$ cat config.mk
export PLATFORM = sky130hd
export DESIGN_NAME = waveform_column_envelope
export DESIGN_NICKNAME = d
export VERILOG_FILES = /design/src/sv/wce_pkg.sv /design/src/sv/waveform_column_envelope.sv /design/src/sv/wce_front.sv /design/src/sv/wce_fifo.sv /design/src/sv/wce_back.sv
export SDC_FILE = /design/constraint.sdc
export NUM_CORES = 1
export LEC_CHECK = 0
export ABC_AREA = 0
export BUFFER_PORTS_ARGS = -buffer_cell sky130_fd_sc_hd__buf_2
export CAP_MARGIN = 5
export CORE_MARGIN = 4
export CORE_UTILIZATION = 30
export DETAILED_ROUTE_END_ITERATION = 10
export PLACE_DENSITY = 0.51
export SLEW_MARGIN = 40
export SYNTH_ARGS = -nofsm -noshare
export SYNTH_HDL_FRONTEND = slang
export SYNTH_SLANG_ARGS = --single-unit
$ cat constraint.sdc
create_clock -name clock -period 12.8 [get_ports clock]
set_input_delay 0.64 -clock clock [delete_from_list [all_inputs] [get_ports clock]]
set_output_delay 0.64 -clock clock [all_outputs]
set_load 0.05 [all_outputs]
$ cat src/sv/wce_pkg.sv
// shared types and constants for the waveform column envelope
// no dependencies
package wce_pkg;

   localparam int SAMPLE_BITS = 16;
   localparam int COUNT_BITS  = 16;
   localparam int PEAK_BITS   = SAMPLE_BITS - 1;
   localparam int SUM_BITS    = 32;
   localparam int STEP_BITS   = $clog2(SUM_BITS);

   localparam logic [COUNT_BITS-1:0] COLUMN_SIZE_RESET = COUNT_BITS'(256);

   // input beat
   typedef struct packed {
      logic signed [SAMPLE_BITS-1:0] sample;
      logic                          last_sample;
   } req_type;

   // result beat
   typedef struct packed {
      logic        [COUNT_BITS-1:0]  column_index;
      logic        [PEAK_BITS-1:0]   peak_high;
      logic signed [SAMPLE_BITS-1:0] peak_low;
      logic        [PEAK_BITS-1:0]   average_high;
      logic signed [SAMPLE_BITS-1:0] average_low;
   } rsp_type;

   // finished column waiting for division
   typedef struct packed {
      logic        [COUNT_BITS-1:0]  column_index;
      logic        [PEAK_BITS-1:0]   peak_high;
      logic signed [SAMPLE_BITS-1:0] peak_low;
      logic        [SUM_BITS-1:0]    positive_sum;
      logic        [SUM_BITS-1:0]    negative_mag;
      logic        [COUNT_BITS-1:0]  divisor;
   } job_type;

   // queue write side
   typedef struct packed {
      logic    valid;
      job_type job;
   } push_type;

   // queue status
   typedef struct packed {
      logic full;
      logic empty;
   } q_status_type;

endpackage

$ cat src/sv/waveform_column_envelope.sv
// channel  direction  handshake        payload
// req      in         valid / stall    req_type: sample, last_sample
// rsp      out        valid / stall    rsp_type: column, peaks, averages
// csr      in         valid / ready    16-bit samples per column, always ready
//
// the front end takes one sample beat every cycle while req_stall is low and folds it into the column
// each column then passes through the back end: load, 32 divider steps, output
// when columns close faster than the back end clears them, the two-entry queue
// fills and req_stall rises on beats that would close a column; a held rsp_stall
// parks the back end at its output, so the queue can fill behind it and raise
// req_stall the same way; reset is synchronous; the column size returns to 256
// depends on wce_pkg, wce_front, wce_fifo, wce_back
module waveform_column_envelope import wce_pkg::*; #(
   parameter int QUEUE_DEPTH = 2
) (
   input  logic                  clock,
   input  logic                  reset,
   input  logic                  req_valid,
   output logic                  req_stall,
   input  req_type               req_payload,
   output logic                  rsp_valid,
   input  logic                  rsp_stall,
   output rsp_type               rsp_payload,
   input  logic                  csr_valid,
   output logic                  csr_ready,
   input  logic [COUNT_BITS-1:0] csr_data
);

   push_type     push;
   q_status_type q_status;
   job_type      head;
   logic         pop;

   assign csr_ready = 1'b1;

   // accumulate and classify
   wce_front u_front (
      .clock       (clock),
      .reset       (reset),
      .req_valid   (req_valid),
      .req_stall   (req_stall),
      .req_payload (req_payload),
      .csr_valid   (csr_valid),
      .csr_data    (csr_data),
      .q_status    (q_status),
      .push        (push)
   );

   // finished columns
   wce_fifo #(
      .DEPTH (QUEUE_DEPTH)
   ) u_fifo (
      .clock    (clock),
      .reset    (reset),
      .push     (push),
      .pop      (pop),
      .head     (head),
      .q_status (q_status)
   );

   // divide and deliver
   wce_back u_back (
      .clock       (clock),
      .reset       (reset),
      .head        (head),
      .q_status    (q_status),
      .pop         (pop),
      .rsp_valid   (rsp_valid),
      .rsp_stall   (rsp_stall),
      .rsp_payload (rsp_payload)
   );

endmodule

$ cat src/sv/wce_front.sv
// front end: column size register, per-sample accumulation, column completion
// depends on wce_pkg
module wce_front import wce_pkg::*; (
   input  logic                  clock,
   input  logic                  reset,
   input  logic                  req_valid,
   output logic                  req_stall,
   input  req_type               req_payload,
   input  logic                  csr_valid,
   input  logic [COUNT_BITS-1:0] csr_data,
   input  q_status_type          q_status,
   output push_type              push
);

   logic [COUNT_BITS-1:0]         column_size_ff, column_size_in;
   logic [PEAK_BITS-1:0]          peak_high_ff, peak_high_in;
   logic signed [SAMPLE_BITS-1:0] peak_low_ff, peak_low_in;
   logic [SUM_BITS-1:0]           pos_sum_ff, pos_sum_in;
   logic [SUM_BITS-1:0]           neg_mag_ff, neg_mag_in;
   logic [COUNT_BITS-1:0]         count_ff, count_in;
   logic [COUNT_BITS-1:0]         column_ff, column_in;

   logic [COUNT_BITS-1:0]         size_eff;
   logic [COUNT_BITS-1:0]         count_next;
   logic                          col_done;
   logic                          accept;
   logic                          is_pos;
   logic                          is_neg;
   logic [SAMPLE_BITS:0]          mag;
   logic [PEAK_BITS-1:0]          peak_high_upd;
   logic signed [SAMPLE_BITS-1:0] peak_low_upd;
   logic [SUM_BITS-1:0]           pos_sum_upd;
   logic [SUM_BITS-1:0]           neg_mag_upd;

   // a zero size acts as one
   always_comb begin
      size_eff   = (column_size_ff == '0) ? COUNT_BITS'(1) : column_size_ff;
      count_next = count_ff + COUNT_BITS'(1);
      col_done   = (count_next >= size_eff);
      req_stall  = q_status.full & col_done;
      accept     = req_valid & ~req_stall;
   end

   // classify the sample and fold it into the running column
   always_comb begin
      is_pos = ~req_payload.sample[SAMPLE_BITS-1] && (req_payload.sample != '0);
      is_neg = req_payload.sample[SAMPLE_BITS-1];
      mag    = (SAMPLE_BITS+1)'(0) - {req_payload.sample[SAMPLE_BITS-1], req_payload.sample};

      peak_high_upd = peak_high_ff;
      pos_sum_upd   = pos_sum_ff;
      if (is_pos) begin
         if (req_payload.sample[PEAK_BITS-1:0] > peak_high_ff) begin
            peak_high_upd = req_payload.sample[PEAK_BITS-1:0];
         end
         pos_sum_upd = pos_sum_ff + SUM_BITS'(req_payload.sample[PEAK_BITS-1:0]);
      end

      peak_low_upd = peak_low_ff;
      neg_mag_upd  = neg_mag_ff;
      if (is_neg) begin
         if (req_payload.sample < peak_low_ff) begin
            peak_low_upd = req_payload.sample;
         end
         neg_mag_upd = neg_mag_ff + SUM_BITS'(mag);
      end
   end

   // hand a full column to the queue
   always_comb begin
      push.valid            = accept & col_done;
      push.job.column_index = column_ff;
      push.job.peak_high    = peak_high_upd;
      push.job.peak_low     = peak_low_upd;
      push.job.positive_sum = pos_sum_upd;
      push.job.negative_mag = neg_mag_upd;
      push.job.divisor      = size_eff;
   end

   // next column state
   always_comb begin
      column_size_in = csr_valid ? csr_data : column_size_ff;
      peak_high_in   = peak_high_ff;
      peak_low_in    = peak_low_ff;
      pos_sum_in     = pos_sum_ff;
      neg_mag_in     = neg_mag_ff;
      count_in       = count_ff;
      column_in      = column_ff;
      if (accept) begin
         if (col_done | req_payload.last_sample) begin
            peak_high_in = '0;
            peak_low_in  = '0;
            pos_sum_in   = '0;
            neg_mag_in   = '0;
            count_in     = '0;
         end else begin
            peak_high_in = peak_high_upd;
            peak_low_in  = peak_low_upd;
            pos_sum_in   = pos_sum_upd;
            neg_mag_in   = neg_mag_upd;
            count_in     = count_next;
         end
         if (req_payload.last_sample) begin
            column_in = '0;
         end else if (col_done) begin
            column_in = column_ff + COUNT_BITS'(1);
         end
      end
   end

   always_ff @(posedge clock) begin
      if (reset) begin
         column_size_ff <= COLUMN_SIZE_RESET;
         peak_high_ff   <= '0;
         peak_low_ff    <= '0;
         pos_sum_ff     <= '0;
         neg_mag_ff     <= '0;
         count_ff       <= '0;
         column_ff      <= '0;
      end else begin
         column_size_ff <= column_size_in;
         peak_high_ff   <= peak_high_in;
         peak_low_ff    <= peak_low_in;
         pos_sum_ff     <= pos_sum_in;
         neg_mag_ff     <= neg_mag_in;
         count_ff       <= count_in;
         column_ff      <= column_in;
      end
   end

endmodule

$ cat src/sv/wce_fifo.sv
// short queue of finished columns between front and back end
// depends on wce_pkg
module wce_fifo import wce_pkg::*; #(
   parameter int DEPTH = 2
) (
   input  logic         clock,
   input  logic         reset,
   input  push_type     push,
   input  logic         pop,
   output job_type      head,
   output q_status_type q_status
);

   localparam int ADDR_BITS = (DEPTH > 1) ? $clog2(DEPTH) : 1;
   localparam int CNT_BITS  = $clog2(DEPTH + 1);

   job_type               mem_ff [DEPTH];
   logic [ADDR_BITS-1:0]  wr_ptr_ff, wr_ptr_in;
   logic [ADDR_BITS-1:0]  rd_ptr_ff, rd_ptr_in;
   logic [CNT_BITS-1:0]   fill_ff, fill_in;
   logic                  do_push;
   logic                  do_pop;

   always_comb begin
      q_status.full  = (fill_ff == CNT_BITS'(DEPTH));
      q_status.empty = (fill_ff == '0);
      head           = mem_ff[rd_ptr_ff];
      do_push        = push.valid & ~q_status.full;
      do_pop         = pop & ~q_status.empty;
   end

   // pointer and fill bookkeeping
   always_comb begin
      wr_ptr_in = wr_ptr_ff;
      rd_ptr_in = rd_ptr_ff;
      fill_in   = fill_ff;
      if (do_push) begin
         wr_ptr_in = (wr_ptr_ff == ADDR_BITS'(DEPTH - 1)) ? '0 : wr_ptr_ff + ADDR_BITS'(1);
      end
      if (do_pop) begin
         rd_ptr_in = (rd_ptr_ff == ADDR_BITS'(DEPTH - 1)) ? '0 : rd_ptr_ff + ADDR_BITS'(1);
      end
      if (do_push & ~do_pop) begin
         fill_in = fill_ff + CNT_BITS'(1);
      end else if (do_pop & ~do_push) begin
         fill_in = fill_ff - CNT_BITS'(1);
      end
   end

   always_ff @(posedge clock) begin
      if (reset) begin
         wr_ptr_ff <= '0;
         rd_ptr_ff <= '0;
         fill_ff   <= '0;
      end else begin
         wr_ptr_ff <= wr_ptr_in;
         rd_ptr_ff <= rd_ptr_in;
         fill_ff   <= fill_in;
      end
   end

   // storage
   always_ff @(posedge clock) begin
      if (do_push) begin
         mem_ff[wr_ptr_ff] <= push.job;
      end
   end

endmodule

$ cat src/sv/wce_back.sv
// back end: radix-2 restoring divider for both column sums and the result register
// depends on wce_pkg
module wce_back import wce_pkg::*; (
   input  logic         clock,
   input  logic         reset,
   input  job_type      head,
   input  q_status_type q_status,
   output logic         pop,
   output logic         rsp_valid,
   input  logic         rsp_stall,
   output rsp_type      rsp_payload
);

   typedef enum logic [2:0] {
      ST_IDLE   = 3'b001,
      ST_DIVIDE = 3'b010,
      ST_OUTPUT = 3'b100
   } state_type;

   state_type                     state_ff, state_in;
   logic [STEP_BITS-1:0]          step_ff, step_in;
   logic [COUNT_BITS-1:0]         div_ff, div_in;
   logic [SUM_BITS-1:0]           pos_q_ff, pos_q_in;
   logic [SUM_BITS-1:0]           neg_q_ff, neg_q_in;
   logic [COUNT_BITS-1:0]         pos_rem_ff, pos_rem_in;
   logic [COUNT_BITS-1:0]         neg_rem_ff, neg_rem_in;
   logic [COUNT_BITS-1:0]         column_ff, column_in;
   logic [PEAK_BITS-1:0]          peak_high_ff, peak_high_in;
   logic signed [SAMPLE_BITS-1:0] peak_low_ff, peak_low_in;
   logic                          rsp_valid_ff, rsp_valid_in;
   rsp_type                       rsp_data_ff, rsp_data_in;

   logic [COUNT_BITS:0]           pos_trial;
   logic [COUNT_BITS:0]           neg_trial;
   logic                          pos_ge;
   logic                          neg_ge;
   logic                          out_free;

   // one quotient bit per cycle for each sum
   always_comb begin
      pos_trial = {pos_rem_ff, pos_q_ff[SUM_BITS-1]};
      neg_trial = {neg_rem_ff, neg_q_ff[SUM_BITS-1]};
      pos_ge    = (pos_trial >= {1'b0, div_ff});
      neg_ge    = (neg_trial >= {1'b0, div_ff});
      out_free  = ~rsp_valid_ff | ~rsp_stall;
   end

   // sequencer
   always_comb begin
      state_in     = state_ff;
      step_in      = step_ff;
      div_in       = div_ff;
      pos_q_in     = pos_q_ff;
      neg_q_in     = neg_q_ff;
      pos_rem_in   = pos_rem_ff;
      neg_rem_in   = neg_rem_ff;
      column_in    = column_ff;
      peak_high_in = peak_high_ff;
      peak_low_in  = peak_low_ff;
      rsp_valid_in = rsp_valid_ff & rsp_stall;
      rsp_data_in  = rsp_data_ff;
      pop          = 1'b0;
      unique case (state_ff)
         ST_IDLE: begin
            if (~q_status.empty) begin
               pop          = 1'b1;
               div_in       = head.divisor;
               pos_q_in     = head.positive_sum;
               neg_q_in     = head.negative_mag;
               pos_rem_in   = '0;
               neg_rem_in   = '0;
               column_in    = head.column_index;
               peak_high_in = head.peak_high;
               peak_low_in  = head.peak_low;
               step_in      = '0;
               state_in     = ST_DIVIDE;
            end
         end
         ST_DIVIDE: begin
            pos_rem_in = pos_ge ? COUNT_BITS'(pos_trial - {1'b0, div_ff})
                                : pos_trial[COUNT_BITS-1:0];
            neg_rem_in = neg_ge ? COUNT_BITS'(neg_trial - {1'b0, div_ff})
                                : neg_trial[COUNT_BITS-1:0];
            pos_q_in   = {pos_q_ff[SUM_BITS-2:0], pos_ge};
            neg_q_in   = {neg_q_ff[SUM_BITS-2:0], neg_ge};
            step_in    = step_ff + STEP_BITS'(1);
            if (step_ff == STEP_BITS'(SUM_BITS - 1)) begin
               state_in = ST_OUTPUT;
            end
         end
         ST_OUTPUT: begin
            if (out_free) begin
               rsp_valid_in             = 1'b1;
               rsp_data_in.column_index = column_ff;
               rsp_data_in.peak_high    = peak_high_ff;
               rsp_data_in.peak_low     = peak_low_ff;
               rsp_data_in.average_high = pos_q_ff[PEAK_BITS-1:0];
               rsp_data_in.average_low  = SAMPLE_BITS'(0) - neg_q_ff[SAMPLE_BITS-1:0];
               state_in                 = ST_IDLE;
            end
         end
         default: begin
            state_in = ST_IDLE;
         end
      endcase
   end

   // control state
   always_ff @(posedge clock) begin
      if (reset) begin
         state_ff     <= ST_IDLE;
         step_ff      <= '0;
         rsp_valid_ff <= 1'b0;
      end else begin
         state_ff     <= state_in;
         step_ff      <= step_in;
         rsp_valid_ff <= rsp_valid_in;
      end
   end

   // datapath
   always_ff @(posedge clock) begin
      div_ff       <= div_in;
      pos_q_ff     <= pos_q_in;
      neg_q_ff     <= neg_q_in;
      pos_rem_ff   <= pos_rem_in;
      neg_rem_ff   <= neg_rem_in;
      column_ff    <= column_in;
      peak_high_ff <= peak_high_in;
      peak_low_ff  <= peak_low_in;
      rsp_data_ff  <= rsp_data_in;
   end

   assign rsp_valid   = rsp_valid_ff;
   assign rsp_payload = rsp_data_ff;

endmodule

* After elaboration in Yosys (flattened, before gate mapping) *
Memory sizes are Yosys's and may differ from the RTL's. A register that Yosys moved wholly into a read port is not among the register bits.
Index checks and enable logic that the tools add are counted.

cells by class
  $add $sub $neg = 13
  multipliers = 0
  div/mod/pow operators = 0
  order comparisons = 5
  equal/unequal tests = 8
  shifts and indexed selects = 0
  mux-type cells = 41
  bitwise logic cells = 18
  reductions and logical operators = 12

operators by type and width
  operator                                            count
  two-way mux 32 bit                                  6
  two-way mux 16 bit                                  10
  one-hot mux 32 bit (2 select lines)                 2
  one-hot mux 16 bit (2 select lines)                 2
  two-way mux 15 bit                                  3
  greater-or-equal comparator 17 x 16 -> 1 bit        2
  adder 16 x 1 -> 16 bit (second input constant)      2
  adder 32 x 15 -> 32 bit                             1
  adder 32 x 17 -> 32 bit                             1
  subtractor 16 bit                                   2
  subtractor 1 x 16 -> 17 bit (first input constant)  1
  greater-or-equal comparator 16 bit                  1
  logical NOT 16 bit                                  1
  less-than comparator 16 bit                         1
  nonzero test 16 bit                                 1
  subtractor 1 x 16 -> 16 bit (first input constant)  1
  greater-than comparator 15 bit                      1
  two-way mux 1 bit                                   10
  one-hot mux 5 bit (2 select lines)                  1
  two-way mux 3 bit                                   3
  one-hot mux 3 bit (3 select lines)                  1
  AND 1 bit                                           8
  inverter 1 bit                                      8
  AND reduction 2 bit                                 4
  other kinds (18)                                    24

storage, ports and cells
  bits in registers = 393
  latch bits = 0
  memory bits (writable) = 254
  ROM bits = 0
  output and inout bits = 81
  word-level logic and storage cells = 124
  memories = 1

memories
  name           depth  width  read ports  clocked after memory_dff  wr ports  line            source
  u_fifo.mem_ff  2      127    1           1                         1         wce_fifo.sv:17  job_type mem_ff [DEPTH];

* Depth between registers and ports, before layout *
Gate-level depths: netlist (run 1).

  depth in word-level cells = 12
  gate-level depth with buffers = 18

* Hierarchy *
Synthesis (run 1) repeated with hierarchy kept, for this count alone.

unflattened totals
  cell total of the unflattened synthesis = 2548
  area, all modules = 30509.3 sq um

modules (own cells, without submodules)
  module                    times used  cells each  area an instance (sq um)  seq. area each (sq um)
  wce_back                  1           871         10854.2                   7297.0
  wce_front                 1           1255        10154.7                   2862.7
  wce_fifo                  1           420         9489.1                    7727.4
  waveform_column_envelope  1           2           11.3                      0.0

* Worst setup path after synthesis (run 1) *
Ideal clock, no wire load.

  path kind = reg-to-reg
  start point = register u_front.count_ff[0]
  end point = memory u_fifo.mem_ff[0][0] (netlist bit), enable pin
  library setup time = 0.630 ns
  data arrival time = 8.403 ns
  slack = 3.767 ns
  stages on the path, launching flop included = 15
  buffers on the path = 1
  period minus slack after synthesis = 9.033 ns
  path through = dfxtp_1 ha_1 nand3_1 nor2_1 and3_1 nand3_1 xnor2_1 ha_1 a21o_1 a21oi_1 o21a_1 nor2_2 clkbuf_1 and3_1 nor2b_1

on the way
  longest elaborated chain between the ends = 9

RTL lines
  what                                       line              source
  from (decl)                                wce_front.sv:20   logic [COUNT_BITS-1:0] count_ff, count_in;
  from (signal assigned)                     wce_front.sv:126  count_ff <= count_in;
  adder 16 x 1 -> 16 bit *                   wce_front.sv:38   count_next = count_ff + COUNT_BITS'(1);
  greater-or-equal comparator 16 bit *       wce_front.sv:39   col_done = (count_next >= size_eff);
  AND 1 bit                                  wce_front.sv:40   req_stall = q_status.full & col_done;
  inverter 1 bit                             wce_front.sv:41   accept = req_valid & ~req_stall;
  AND 1 bit                                  wce_front.sv:41
  AND 1 bit *                                wce_front.sv:71   push.valid = accept & col_done;
  AND 1 bit *                                wce_fifo.sv:28    do_push = push.valid & ~q_status.full;
  net u_fifo.do_push                         wce_fifo.sv:21    logic do_push;
  two-way mux 1 bit *                        wce_fifo.sv:64    if (do_push) begin
  two-way mux 1 bit (not written as such) *  wce_fifo.sv:65    mem_ff[wr_ptr_ff] <= push.job;
  to (decl)                                  wce_fifo.sv:17

Mark *: on every way through the listed nets, which the timed path passes. The rest lies on a longest branch.

* Worst setup path in the final report (run 1) *
  start point = register u_front.count_ff[0]
  end point = memory u_fifo.mem_ff[0][66] (netlist bit), enable pin

The elaborated chain is that of the path after synthesis.

==> flow_metrics.tcl, run 1 <==
set metrics [dict create \
    crit_end "u_fifo.mem_ff[0][66]" \
    worstRegToRegCells 15 \
    regArea_mm2 0.0179 \
    cts_hold_repair.buffers 0 \
    wl_um 66600 \
    synth_top_area_share 0.504 \
    die_height_um 320 \
    track_usage 0.127 \
    cp_slowest_stage_delay_ns 0.68 \
    finalCritPeriodShare 0.429 \
    ys_ff_latch 648 \
    insertion_delay_ns 0.61 \
    path_buf_inv 2 \
    dieWidth_um 320 \
    critPathCaptureType "flop" \
    fin_tns_setup_ns 0 \
    ys_warn_count 0 \
    crit_type "reg -> reg" \
    regToRegSetupSlack_ns 7.31 \
    setup_viol 0 \
    clock_sinks 648 \
    cts_max_level 3 \
    grt_max_degree 75 \
    final_nets 2603 \
    fmax_mhz 182 \
    crit_chain "ha_1, nand3_1, nor2_1, and3_1, nand3_1, xnor2_1, ha_1, a21o_1, a21oi_1, o21a_1, nor2_2, and3_1, nor2b_4, buf_6, buf_4" \
    wl_per_cell_um 17.6 \
    r2r-end "u_fifo.mem_ff[0][66]" \
    drcViolationCount 0 \
    cts_buffers 70 \
    min_from "csr_data[6]" \
    worst_slew_pin_slew_ns 0.837 \
    required_ns 13.02 \
    rows 114 \
    synth.most_common_cell "edfxtp_1" \
    cp_top_family "simple AND/OR/NAND/NOR gates" \
    crit_cells 15 \
    dpl.hpwl_um 45000 \
    p_leak_nw 12.0 \
    area_growth_pct 14.5 \
    cts_setup_buffers 0 \
    clkTransAtPathRegs_ns 0.06 \
    slew_headroom 0.439 \
    drt_iter0_markers 1009 \
    core-area_mm2 0.0967 \
    critPathSlowestCell "buf_4" \
    ioPinCount 119 \
    hold_path.class "in -> reg" \
    finalWeightedCongestion 0.805 \
    period_minus_slack_ns 5.49 \
    pre_cts_ws_ns 7.20 \
    cts_tree "yes" \
    r2r_start "u_front.count_ff[0]" \
    hold_viol_final 0 \
    avgSynthCellArea_um2 12.5 \
    synth_common_cells "edfxtp_1, dfxtp_1, nand2_1" \
    drive_gt1_frac 0.151 \
    grt.met3_usage 0.0249 \
    clock_path_buffers 3 \
    placed_area_mm2 0.0313 \
    vias 18293 \
    crit_start "u_front.count_ff[0]" \
    syn_nets 2493 \
    met2_usage 0.217 \
    synthCells 2333 \
    numPortBuffers 117 \
    yosysUniqueCellTypes 67 \
    async_flop_share 0 \
    final_util 0.346 \
    drt_first_pass_iters 5 \
    antenna_found_initial 4 \
    multi_input_area_mm2 0.0106 \
    drv_slew 0 \
    fp.dieArea_mm2 0.103 \
    fill_cells 9446 \
    finClkSkew_ns 0.0345 \
    worst_slack_ns 7.31 \
    fin_area_mm2 0.0335 \
    synth.yosys.seq_area_share 0.611 \
    grt.overflow.total 0 \
    cp_max_fo 62 \
    grt_pass1_wl_um 104000 \
    cts-root-buf "clkbuf_16" \
    max_cap_violations 0 \
    synth_top_area_cell "edfxtp_1" \
    synthFlopType "edfxtp_1" \
    synth-edff-count 491 \
    drtAntennaViolNets 0 \
    peakVddDrop_mv 0.108 \
    busiest_layer "met2" \
    grt_pass1_vias 18256 \
    met1_usage 0.163 \
    rsz0062_at_grt "false" \
    startpoint_type "flop" \
    powerDensity_mw_per_mm2 178 \
    status "finished, final reports clean" \
    via_per_inst 4.84 \
    synthTopCellsByArea "edfxtp_1, dfxtp_1, ha_1" \
    worstPathArrival_ns 5.71 \
    cts_resized 0 \
    start_util 0.303 \
    syn_area_mm2 0.0293 \
]
## worst min-delay path by stage
stage                                 endpoint  slack (ns)  depth (start not counted)
floorplan               u_back.rsp_payload[31]        0.40                          0
global placement        u_back.rsp_payload[32]        0.41                          0
detailed placement      u_back.rsp_payload[50]        0.40                          0
CTS                 u_front.column_size_ff[14]        0.24                          3
global route        u_front.column_size_ff[13]        0.26                          3
finish               u_front.column_size_ff[6]        0.28                          3
## flip-flops by register name, indices dropped and copies added, names as in the netlist, named ones only
register,flops
u_back.rsp_payload,78
u_back.neg_rem_ff,16
u_back.step_ff,5
u_back.pos_rem_ff,16
u_back.neg_q_ff,32
u_back.state_ff,3
u_front.column_size_ff,16
u_back.peak_low_ff,16
u_back.pos_q_ff,32
u_back.peak_high_ff,15
u_front.neg_mag_ff,32
u_fifo.wr_ptr_ff,1
u_fifo.rd_ptr_ff,1
u_back.div_ff,16
u_back.rsp_valid,1
u_front.peak_low_ff,16
u_front.peak_high_ff,15
u_front.column_ff,16
u_back.column_ff,16
u_front.pos_sum_ff,32
u_front.count_ff,16
u_fifo.fill_ff,2
u_fifo.mem_ff,254
## cell type report
type / instances / share of cell area
inverters: 103 / 0.0115
diodes: 2 / 0.000149
repair buffers: 139 / 0.0233
well taps: 1276 / 0.0477
flip-flops and latches: 648 / 0.534
clock inverters: 27 / 0.00654
clock buffers: 100 / 0.0590
multi-input cells: 1481 / 0.318
## worst register-to-register path, delay by kind of cell, from the launching register on
| family | cells | cell delay (ns) |
|---|---|---|
| compound gates | 3 | 0.36 |
| xor+xnor | 1 | 0.16 |
| fa+ha+maj | 2 | 0.58 |
| buf+inv | 2 | 1.29 |
| flops | 1 | 0.42 |
| simple gates | 7 | 2.25 |
## where the power goes
group / internal (mW) / switching (mW)
Sequential: 2.62 / 0.133
Combinational: 0.489 / 0.777
Clock: 1.12 / 0.815
Total: 4.23 / 1.72
## stage by stage
| step | instances | power (mW) | hold WS (ns) |
|---|---|---|---|
| finish | 3776 | 5.96 | 0.282 |
| global route | 3775 | 6.29 | 0.256 |
| CTS | 3774 | 6.05 | 0.243 |
| detailed placement | 3647 | 4.07 | 0.405 |
| global placement | 3645 | 4.05 | 0.405 |
| floorplan | 2333 | 3.74 | 0.400 |
## cells in the final DEF, fill, tap and decap left out, types with 16 or more instances in the layout
cell type,Yosys,layout
buf_2,12,117
inv_1,103,102
clkbuf_1,69,21
mux2_2,109,109
or3_1,25,25
and3_1,26,26
nand4_1,27,27
dfxtp_1,157,156
mux2i_1,103,102
nand3_1,35,35
edfxtp_1,491,491
buf_4,4,16
clkbuf_16,0,72
o21ai_0,130,130
xnor2_1,82,82
nand2_1,154,153
a21oi_1,99,98
ha_1,118,118
o21ai_1,17,17
nor3_1,44,44
a21o_1,35,35
a22o_1,68,68
xor2_1,49,49
a211oi_1,18,18
nor2_1,153,151
## logic make-up (layout without fill, tap and decap cells)
family,after synthesis,in the layout,share of synthesized area
DFF,648,648,0.611
and+or+nand+nor,554,554,0.0903
AOI/OAI and AO/OA,461,461,0.101
muxes,212,212,0.0772
buffers and inverters,204,369,0.0272
xor gates and xnor gates,131,131,0.0392
adders and majority gates,122,122,0.0532
other,1,3,0.000128
## metal layers
metal	vias to the layer above	wire length [um]
li1	8889	-
met1	8965	30100
met2	327	32100
met3	110	2630
met4	2	1810
met5	-	13
Note: power is estimated with default switching activity, not from simulation.
==> inputs of run 2 (changes only) <==
--- a/config.mk
+++ b/config.mk
@@ -5,13 +5,13 @@
 export SDC_FILE = /design/constraint.sdc
 export NUM_CORES = 1
 export LEC_CHECK = 0
-export ABC_AREA = 0
+export ABC_AREA = 1
 export BUFFER_PORTS_ARGS = -buffer_cell sky130_fd_sc_hd__buf_2
 export CAP_MARGIN = 5
 export CORE_MARGIN = 4
 export CORE_UTILIZATION = 30
 export DETAILED_ROUTE_END_ITERATION = 10
-export PLACE_DENSITY = 0.51
+export PLACE_DENSITY = 0.52
 export SLEW_MARGIN = 40
 export SYNTH_ARGS = -nofsm -noshare
 export SYNTH_HDL_FRONTEND = slang
==> constraint.sdc (replaced) <==
create_clock -name clock -period 4.99 [get_ports clock]
set_input_delay 0.2495 -clock clock [delete_from_list [all_inputs] [get_ports clock]]
set_output_delay 0.2495 -clock clock [all_outputs]
set_load 0.05 [all_outputs]
==> flow_metrics.tcl, run 2 <==
set metrics [dict create \
    via_per_inst 4.65 \
    met2_length_um 35600 \
    cts-root-buf "clkbuf_16" \
    worstRegToRegCells 15 \
    p_leak_nw 13.3 \
    fin_tns_setup_ns 0 \
    critPathCaptureType "flop" \
    max_cap_violations 0 \
    slew_headroom 0.448 \
    min_from "rsp_stall" \
    finalWeightedCongestion 0.871 \
    drv_slew 0 \
    p_clk_frac 0.353 \
    vias 21883 \
    drcViolationCount 0 \
    r2r-end "u_front.peak_high_ff[12]" \
    regMostFlops "u_fifo.mem_ff" \
    syn_nets 3336 \
    required_ns 5.53 \
    fmax_mhz 263 \
    synth.most_common_cell "nand2_1" \
    p_seq_frac 0.437 \
    dpl.hpwl_um 51200 \
    p_sw_mw 4.75 \
    avgSynthCellArea_um2 9.81 \
    setup_viol 0 \
    hold_viol_final 0 \
    dr.max_layer_used "met5" \
    cts_buffers 75 \
    cts_resized 0 \
    ys_ff_latch 648 \
    hold_path.class "in -> reg" \
    grt_pass1_vias 20880 \
    period_minus_slack_ns 3.81 \
    worstPathArrival_ns 4.35 \
    track_usage 0.138 \
    clock_sinks 648 \
    async_flop_share 0 \
    fin_area_mm2 0.0358 \
    drtAntennaViolNets 0 \
    hold_depth 3 \
    wl_met1_um 35800 \
    grt_max_degree 128 \
    synth.yosys.seq_area_share 0.574 \
    p_sw_frac 0.298 \
    cp_max_fo 41 \
    grt_pass1_wl_um 118000 \
    finClkSkew_ns 0.0239 \
    area_growth_pct 15.0 \
    final_nets 3442 \
    ys_warn_count 0 \
    antenna_found_initial 5 \
    placed_area_mm2 0.0332 \
    startpoint_type "flop" \
    wl_um 76300 \
    cts_max_level 3 \
    fp.dieArea_mm2 0.109 \
    dieWidth_um 330 \
    drt_first_pass_iters 5 \
    total_power_mw 15.9 \
    ioPinCount 119 \
    finalCritPeriodShare 0.763 \
    drive_gt1_frac 0.118 \
    syn_area_mm2 0.0312 \
    core-area_mm2 0.102 \
    cts_hold_repair.buffers 15 \
    powerDensity_mw_per_mm2 444 \
    rsz0062_at_grt "false" \
    largest_reg_flops 254 \
    worst_slew_pin_slew_ns 0.829 \
    clkTransAtPathRegs_ns 0.06 \
    synth_common_cells "nand2_1, edfxtp_1, inv_1" \
    r2r_start "u_front.count_ff[0]" \
    synth_top_area_cell "edfxtp_1" \
    drt_iter0_markers 1278 \
    status "finished, final reports clean" \
    rows 117 \
    cts_setup_buffers 0 \
    p_int_mw 11.2 \
    grt.overflow.total 0 \
    synthCells 3176 \
    final_cell_mix "nand2_1, edfxtp_1, inv_1, a21oi_1, nor2_1" \
    yosysUniqueCellTypes 56 \
    comb_power_share 0.210 \
    clock_path_buffers 3 \
    insertion_delay_ns 0.62 \
    final_common_cell "nand2_1" \
    regToRegSetupSlack_ns 1.18 \
    start_util 0.304 \
    holdPathEnd "u_back.rsp_valid" \
    synth-edff-count 491 \
    die_height_um 330 \
    wl_met3_um 3400 \
    synthTopCellsByArea "edfxtp_1, dfxtp_1, nand2_1" \
    synthFlopType "edfxtp_1" \
    wl_per_cell_um 16.2 \
    numPortBuffers 117 \
    cts_tree "yes" \
    crit_type "reg -> reg" \
    peakVddDrop_mv 0.302 \
    synth_top_area_share 0.473 \
]
[run 2: cell count changes after synthesis, moves of 83 or more]
| cell | previous run | this run |
|---|---|---|
| o21ai_0 | 130 | 213 |
| nand2_1 | 154 | 728 |
| inv_1 | 103 | 327 |
| nand3_1 | 35 | 129 |
| mux2i_1 | 103 | 2 |
| a21oi_1 | 99 | 228 |
[run 2: power groups by stage]
stage                     sequential (mW)  combinational, mW  clock (mW)
final                                6.95               3.35        5.62
after global routing                 7.02               3.80        6.02
after CTS                            6.96               3.40        5.80
after detailed placement             7.07               3.37           0
after global placement               7.11               3.30           0
after floorplan                      6.97               2.53           0
[run 2: worst max-delay path, stage by stage (launching register included)]
cell	delay, ns
dfxtp_1	0.39
ha_1	0.21
nand3_1	0.14
nor3_2	0.23
nand4_1	0.18
nor2_1	0.15
xor2_1	0.20
ha_1	0.26
nand2_1	0.12
nor2_1	0.07
a21oi_2	0.23
nand4_4	0.30
nor2_4	0.65
buf_12	0.31
nand3_1	0.10
a21oi_1	0.14
[run 2: cells by family (layout without fill, tap and decap cells)]
logic type,Yosys count,in the layout,synth area share
xor+xnor,90,90,0.0253
buf+inv,461,625,0.0608
flops,648,648,0.574
compound gates,540,540,0.0935
simple gates,1249,1249,0.173
fa+ha+maj,122,122,0.0500
mux,65,65,0.0234
other cells,1,3,0.000120
[run 2: routing by layer]
layer / vias up / GRT usage
met2: 395 / 0.227
met3: 101 / 0.0245
li1: 11033 / -
met4: 4 / 0.0330
met5: - / 0
met1: 10350 / 0.189
[run 2: worst max path at each step]
stage | start | to | slack, ns | cells after the start
2_1_floorplan | u_back.state_ff[0] | u_back.neg_q_ff[0] | 0.22 | 6
3_3_place_gp | req_payload[2] | u_front.neg_mag_ff[21] | 1.06 | 26
3_5_place_dp | req_payload[2] | u_front.neg_mag_ff[21] | 0.95 | 26
4_1_cts | u_front.count_ff[0] | req_stall | 1.12 | 14
5_1_grt | u_front.count_ff[0] | u_front.peak_high_ff[2] | 0.74 | 15
6_report | u_front.count_ff[0] | u_front.peak_high_ff[12] | 1.18 | 15
[run 2: layout make-up]
type	instances	area [um^2]
fillers	10458	66600
flip-flops and latches	648	17900
multi-input cells	2067	11400
clock buffers	99	2080
well taps	1368	1710
inverters	333	1260
repair buffers	157	1060
clock inverters	36	424
diodes	2	5.00
[run 2: per-stage QoR]
stage	hold WS [ns]	setup slack [ns]	utilization	instances
final	0.0261	1.18	0.350	4710
after global routing	0.0202	0.743	0.350	4708
after CTS	0.00767	1.12	0.350	4708
after detailed placement	0.406	0.945	0.324	4558
after global placement	0.401	1.06	0.323	4557
after floorplan	0.361	0.224	-	3176
